[config.mk]
export PLATFORM = sky130hd
export DESIGN_NAME = cslu_ram
export DESIGN_NICKNAME = d
export VERILOG_FILES = /design/src/cslu_ram.sv
export SDC_FILE = /design/constraint.sdc
export NUM_CORES = 1
export LEC_CHECK = 0
export ABC_CLOCK_PERIOD_IN_PS = 3350
export BUFFER_PORTS_ARGS = -buffer_cell sky130_fd_sc_hd__buf_2
export CELL_PAD_IN_SITES_DETAIL_PLACEMENT = 1
export CELL_PAD_IN_SITES_GLOBAL_PLACEMENT = 2
export CORE_MARGIN = 2
export CORE_UTILIZATION = 38
export CTS_CLUSTER_SIZE = 14
export DETAILED_ROUTE_END_ITERATION = 16
export GPL_ROUTABILITY_DRIVEN = 0
export PLACE_DENSITY = 0.7
export SLEW_MARGIN = 15
export SYNTH_ARGS = -nofsm -noshare
export SYNTH_HDL_FRONTEND = slang
export SYNTH_SLANG_ARGS = --single-unit
[constraint.sdc]
create_clock -name clk -period 3.35 [get_ports clk]
set_input_delay 1.005 -clock clk [delete_from_list [all_inputs] [get_ports clk]]
set_output_delay 1.005 -clock clk [all_outputs]
set_load 0.01 [all_outputs]
[src/cslu_ram.sv]
// Generic single-port-write, single-port-read RAM with registered read data.
`timescale 1ns / 1ps

module cslu_ram #(
  parameter int WIDTH = 8,
  parameter int DEPTH = 16,
  localparam int AW = (DEPTH > 1) ? $clog2(DEPTH) : 1
) (
  input  logic             clk,
  input  logic             we,
  input  logic [AW-1:0]    waddr,
  input  logic [WIDTH-1:0] wdata,
  input  logic [AW-1:0]    raddr,
  output logic [WIDTH-1:0] rdata
);

  logic [WIDTH-1:0] mem [DEPTH];

  // Write port and registered read port.
  always_ff @(posedge clk) begin
    if (we) begin
      mem[waddr] <= wdata;
    end
    rdata <= mem[raddr];
  end

endmodule

==> metrics.txt, run 1 <==
Via-to-Cell Ratio=5.16; TritonCTS buffer count=17; Startpoint Class=primary input; placed insts=439; Seq/Total Area, Yosys=0.778; H-tree levels=4; initial antenna violation count=0; CTS Buffer Depth=2; simple-gate share of the synthesized area=0.0318; Post-CTS Setup Inserts=0; largest net degree at the start of global routing=22; EDFF count, synth=128; # nets final=300; min-delay src=mem[15][6]$_DFFE_PP_; Rows=42; top-area cell type share of the netlist area=0.747; R2R depth=3; Reg2Reg Setup Slack=2010 ps; post-route setup slack=1080 ps; Total Wirelength=approximately 11,000 um; IO Pins=26; remaining routing DRC violations=0; critical path class=in2reg; via count=about 2,400; Synth top cells by count=edfxtp_1, mux4_2, a22oi_1; Worst Path Required=3640 ps; # fillers=1,241; max incr delay on CP=590 ps; Area Growth Syn to Fin=21.2%; final slew viol count=0; violation count after the first detailed-route iteration=172; Setup Viol. Count Final=0; Synth Area in Compound Gates=0.0233; Tcrit/Tclk final=0.678; Hold Crit Class=reg2reg; total track usage=0.161; first-pass GRT wire length=16,200 um; GR Overflow Total=0; worst path bufs/invs=2; Synth Instances=229; Mapped Nets=247; die area=14,500 um2; Synth Area in XOR/XNOR=0; RSZ-0062 raised after global routing=no; Setup Skew=6.73 ps; Die Y=120 um; largest family of logic cells by synthesized area=multiplexers; dpl hpwl=approximately 6600 um; Pwr Density=673 nW/um2; Tot Pwr=0.00420 W; crit-path cells=buf_2, buf_12, mux4_1, a22oi_1, nand2_1; Synth area leaders=edfxtp_1, mux4_2, mux4_1; Min Clock Period, post-route=between 2000 and 2500 ps; Top FF cell, synth=edfxtp_1; FFs w/ async S/R, synth=0; Slew headroom=0.393; FF/Latch Area=approximately 4000 um2; hold path endpoint=rdata[6]$_DFF_P_; vias in the first global route=around 2,700; CTS tree=done; CTS Sinks=136; diode count=0; MaxCap Viol Count=0; clock latency on the worst-skew pair=410 ps; core footprint=13,200 um2; count leader, synth=edfxtp_1; Synth Area per Inst=22.5 um2; Warnings, synthesis=0; VDD IR max=around 0.00037 V; CP max stage cell=mux4_1; CTS Root Cell=clkbuf_16; Final Instance Count excl. Fillers=471; FF+latch count, synth=136; Setup TNS Final=0 ps; Die W=120 um; portion of netlist area occupied by mux cells=0.150; Hold Vio Cnt, Final=0; r2r endpoint=rdata[7]$_DFF_P_; detailed-route wire length per cell=22.6 um; critical path arrival=2560 ps; Cell Area, Synth=5150 um2; Final ANT Viol Nets=0; reg2reg start=mem[2][7]$_DFFE_PP_; Synth Area in Adders=0; hold buffers post-CTS=0; PostCTS Resize Cnt=0; Multi-input gate area=1060 um2; Synth cell types=19; Crit Path Max Fanout=21; Clock transition at path regs=approximately 60 ps; Detailed Routing Iterations Pass 1=6; Worst path top cell family by delay=buffers and inverters; hold depth=3; leakage power=2.12 nW; status=completed; Setup crit end kind=flip-flop; actual slew at the worst max-slew pin=909 ps; Port-buffer cells=25; layout cell share with drive strength beyond 1=0.319; Initial Utilization=0.389; Place WS=607 ps; Fmax=440 MHz; largest area contributor in the netlist=edfxtp_1
routing by layer:
metal,global-route usage,vias up,share of wire
li1,-,1078,-
met1,0.205,1280,0.42
met2,0.267,58,0.51
met3,0.0434,14,0.047
met4,0.0589,0,0.016
met5,0,-,0
power breakdown:
group,switching (W),internal [W]
combinational,0.000101,0.0000747
sequential,0.0000126,0.00190
clock,0.000678,0.00143
cell families (layout without fill, tap and decap cells):
logic type | after synthesis | in the layout
DFF | 136 | 136
muxes | 32 | 32
buffers and inverters | 10 | 76
AOI/OAI and AO/OA | 16 | 16
and+or+nand+nor | 35 | 35
stage by stage:
| step | cell area (um2) | utilization | hold slack, ps |
|---|---|---|---|
| after global placement | 5560 | 0.420 | 651 |
| after CTS | 6240 | 0.471 | 684 |
| after floorplan | 5150 | - | 629 |
| after detailed placement | 5560 | 0.420 | 666 |
| final | 6240 | 0.471 | 674 |
| after global routing | 6240 | 0.471 | 709 |
cells in the final DEF, fill, tap and decap left out:
master,instances
a22oi_1,16
and2_1,1
and2b_1,1
buf_12,1
buf_2,25
buf_4,18
bufinv_16,6
clkbuf_1,1
clkbuf_16,17
clkbuf_8,2
clkinv_2,2
clkinv_4,1
clkinvlp_4,3
dfxtp_1,8
edfxtp_1,128
mux4_1,14
mux4_2,18
nand2_1,9
nand2b_1,2
nand3_1,1
nand3b_1,2
nor2_1,13
nor2b_1,1
nor3_1,4
or3b_2,1
worst register-to-register path, stage by stage (launching register included):
cell      delay (ps)
edfxtp_1         380
mux4_2           460
a22oi_1          310
nand2_1           80
worst max-delay path by stage:
| stage | from | end | slack [ps] | cells after the start |
|---|---|---|---|---|
| after global placement | raddr[0] | rdata[2]$_DFF_P_ | 630 | 5 |
| after detailed placement | raddr[0] | rdata[6]$_DFF_P_ | 610 | 5 |
| final | raddr[0] | rdata[4]$_DFF_P_ | 1080 | 5 |
| after floorplan | waddr[2] | mem[0][0]$_DFFE_PP_ | 850 | 2 |
| after CTS | raddr[0] | rdata[6]$_DFF_P_ | 1050 | 5 |
| after global routing | raddr[0] | rdata[6]$_DFF_P_ | 990 | 5 |
final cells by class:
cell class,count,share of cell area
tap,176,0.0353
clock buffer,20,0.0732
sequential,136,0.642
clock inverter,12,0.0355
timing repair buffer,44,0.0449
multi-input combinational,83,0.169
sequential cells by signal, summed over array words and instances (netlist names):
register,count
mem,128
rdata,8
(Power assumes the default switching activity.)
==> run 2: changes to the inputs <==
--- a/config.mk
+++ b/config.mk
@@ -5,7 +5,7 @@
 export SDC_FILE = /design/constraint.sdc
 export NUM_CORES = 1
 export LEC_CHECK = 0
-export ABC_CLOCK_PERIOD_IN_PS = 3350
+export ABC_CLOCK_PERIOD_IN_PS = 2000
 export BUFFER_PORTS_ARGS = -buffer_cell sky130_fd_sc_hd__buf_2
 export CELL_PAD_IN_SITES_DETAIL_PLACEMENT = 1
 export CELL_PAD_IN_SITES_GLOBAL_PLACEMENT = 2
@@ -14,7 +14,7 @@
 export CTS_CLUSTER_SIZE = 14
 export DETAILED_ROUTE_END_ITERATION = 16
 export GPL_ROUTABILITY_DRIVEN = 0
-export PLACE_DENSITY = 0.7
+export PLACE_DENSITY = 0.73
 export SLEW_MARGIN = 15
 export SYNTH_ARGS = -nofsm -noshare
 export SYNTH_HDL_FRONTEND = slang
==> constraint.sdc (replaced) <==
create_clock -name clk -period 2 [get_ports clk]
set_input_delay 0.6 -clock clk [delete_from_list [all_inputs] [get_ports clk]]
set_output_delay 0.6 -clock clk [all_outputs]
set_load 0.01 [all_outputs]
==> run 2 against run 1 <==
Cell count up 1.7%. Die area unchanged. Global-route usage grew 0.53 points. Register-to-register slack worse by 1400 ps. Critical path depth is the same. Sequential power up 67%. Clock skew increased by 1.2 ps. Design area increased by 1.1%.
==> metrics.txt, run 2 (same netlist as run 1, synthesis figures left out) <==
Setup Skew=7.89 ps (+1.17 ps); CP Depth=5 (unchanged); Initial Utilization=0.389 (unchanged); diode count=0 (unchanged); R2R depth=3 (unchanged); crit-path cells=buf_2, buf_4, mux4_1, a22oi_1, nand2_1; CP max stage cell=mux4_1; Hold Vio Cnt, Final=0 (unchanged); die area=14,500 um2 (unchanged); status=completed; critical path arrival=1930 ps (-630 ps); via count=2,507 (+3.2%); CP startpoint=raddr[0]; dpl hpwl=6800 um (+2.9%); Clock transition at path regs=60 ps (about the same); Place WS=-63.4 ps (-670 ps); Rows=42 (unchanged); Worst path top cell family by delay=multiplexers; # nets final=308 (+2.7%); layout cell share with drive strength beyond 1=0.337 (+0.0180); Min Clock Period, post-route=1630 ps; Total Wirelength=11,000 um (+2.9%); Port-buffer cells=25 (unchanged); actual slew at the worst max-slew pin=877 ps (-32.1 ps); crit path to=rdata[1]$_DFF_P_; vias in the first global route=2,669 (-0.63%); commonest non-fill, non-tap cell in the layout=edfxtp_1; largest net degree at the start of global routing=33 (+50%); remaining routing DRC violations=0 (unchanged); PostCTS Resize Cnt=0 (unchanged); leakage power=2.18 nW (+2.6%); Crit Path Max Fanout=7 (-67%); Startpoint Class=primary input; Die W=120 um (unchanged); first-pass GRT wire length=16,500 um (+2.1%); RSZ-0062 raised after global routing=no; CTS Buffer Depth=2 (unchanged); IO Pins=26 (unchanged); critical path class=in2reg; violation count after the first detailed-route iteration=198 (+15%); GR Overflow Total=0 (unchanged); Detailed Routing Iterations Pass 1=5 (-1); r2r endpoint=rdata[7]$_DFF_P_; max incr delay on CP=590 ps (about the same); Worst Path Required=2300 ps (-1340 ps); final slew viol count=0 (unchanged); biggest regs=mem: 128 flops, rdata: 8 flops; Setup crit end kind=flip-flop; cell area after layout=6310 um2 (+1.1%); CTS tree=done; VDD IR max=0.000597 V (+62%); initial antenna violation count=0 (unchanged); Slew headroom=0.413 (+0.0205); Hold Crit Class=in2reg; detailed-route wire length per cell=22.9 um (+1.2%); clock latency on the worst-skew pair=420 ps (about the same); M1 WL=4870 um (+7.9%); Via-to-Cell Ratio=5.23 (+1.4%); Area Growth Syn to Fin=22.6%; Final ANT Viol Nets=0 (unchanged); CTS Root Cell=clkbuf_16; DR top layer=met4; Placed Area=5650 um2 (+1.6%); most frequent cells in the layout=edfxtp_1, buf_2, buf_4; Reg2Reg Setup Slack=620 ps (-1390 ps); CTS Sinks=136 (unchanged); metal3 WL=766 um (+54%); post-route setup slack=371 ps (-708 ps); most flop-heavy register=mem; Die Y=120 um (unchanged); worst hold slack=557 ps (-117 ps); total track usage=0.167 (+0.00531); TritonCTS buffer count=17 (unchanged); Fmax=614 MHz; max reg flops=128 (unchanged); worst path bufs/invs=2 (unchanged); final core utilization=0.477 (+0.00538); MaxCap Viol Count=0 (unchanged); reg2reg start=mem[3][7]$_DFFE_PP_; met2 wire len=5170 um (-5.6%); Tot Pwr=0.00698 W (+66%); core footprint=13,200 um2 (unchanged); Pwr Density=1110 nW/um2 (+64%); Post-CTS Setup Inserts=0 (unchanged); Tcrit/Tclk final=0.814; Setup Viol. Count Final=0 (unchanged); H-tree levels=4 (unchanged); hold buffers post-CTS=0 (unchanged)
run 2: area by class of cell:
type | instances | area, um2
clock inverters | 13 | 226
repair buffers | 52 | 365
clock buffers | 19 | 433
fillers | 1245 | 6930
flip-flops and latches | 136 | 4000
multi-input cells | 83 | 1060
well taps | 176 | 220
run 2: how the worst min path moves through the flow:
stage | from | slack [ps] | to | cells after the start
2_1_floorplan | mem[7][0]$_DFFE_PP_ | 630 | rdata[0]$_DFF_P_ | 3
3_3_place_gp | mem[14][7]$_DFFE_PP_ | 650 | rdata[7]$_DFF_P_ | 3
3_5_place_dp | mem[15][1]$_DFFE_PP_ | 660 | rdata[1]$_DFF_P_ | 3
4_1_cts | wdata[0] | 550 | mem[0][0]$_DFFE_PP_ | 1
5_1_grt | wdata[5] | 560 | mem[13][5]$_DFFE_PP_ | 1
6_report | wdata[0] | 560 | mem[0][0]$_DFFE_PP_ | 1
run 2: metal layers:
layer  GRT usage  vias up
met3      0.0514       15
met4      0.0574        0
met5           0        -
met2       0.254       92
met1       0.228     1305
li1            -     1095
run 2: worst register-to-register path: stages, from the launching register on:
cell      delay, ps
edfxtp_1        360
mux4_2          500
a22oi_1         300
nand2_1          90
run 2: where the power goes:
| group | switching (W) | leakage (nW) | total, W | internal [W] |
|---|---|---|---|---|
| clock | 0.00113 | 0.325 | 0.00346 | 0.00233 |
| combinational | 0.000178 | 0.628 | 0.000314 | 0.000136 |
| sequential | 0.0000182 | 1.22 | 0.00321 | 0.00319 |
| total | 0.00133 | 2.18 | 0.00698 | 0.00566 |
run 2: through the flow:
stage,TNS [ps],instances
detailed placement,-129,447
floorplan,0,229
CTS,0,479
global placement,-60.7,447
finish,0,479
global route,0,479
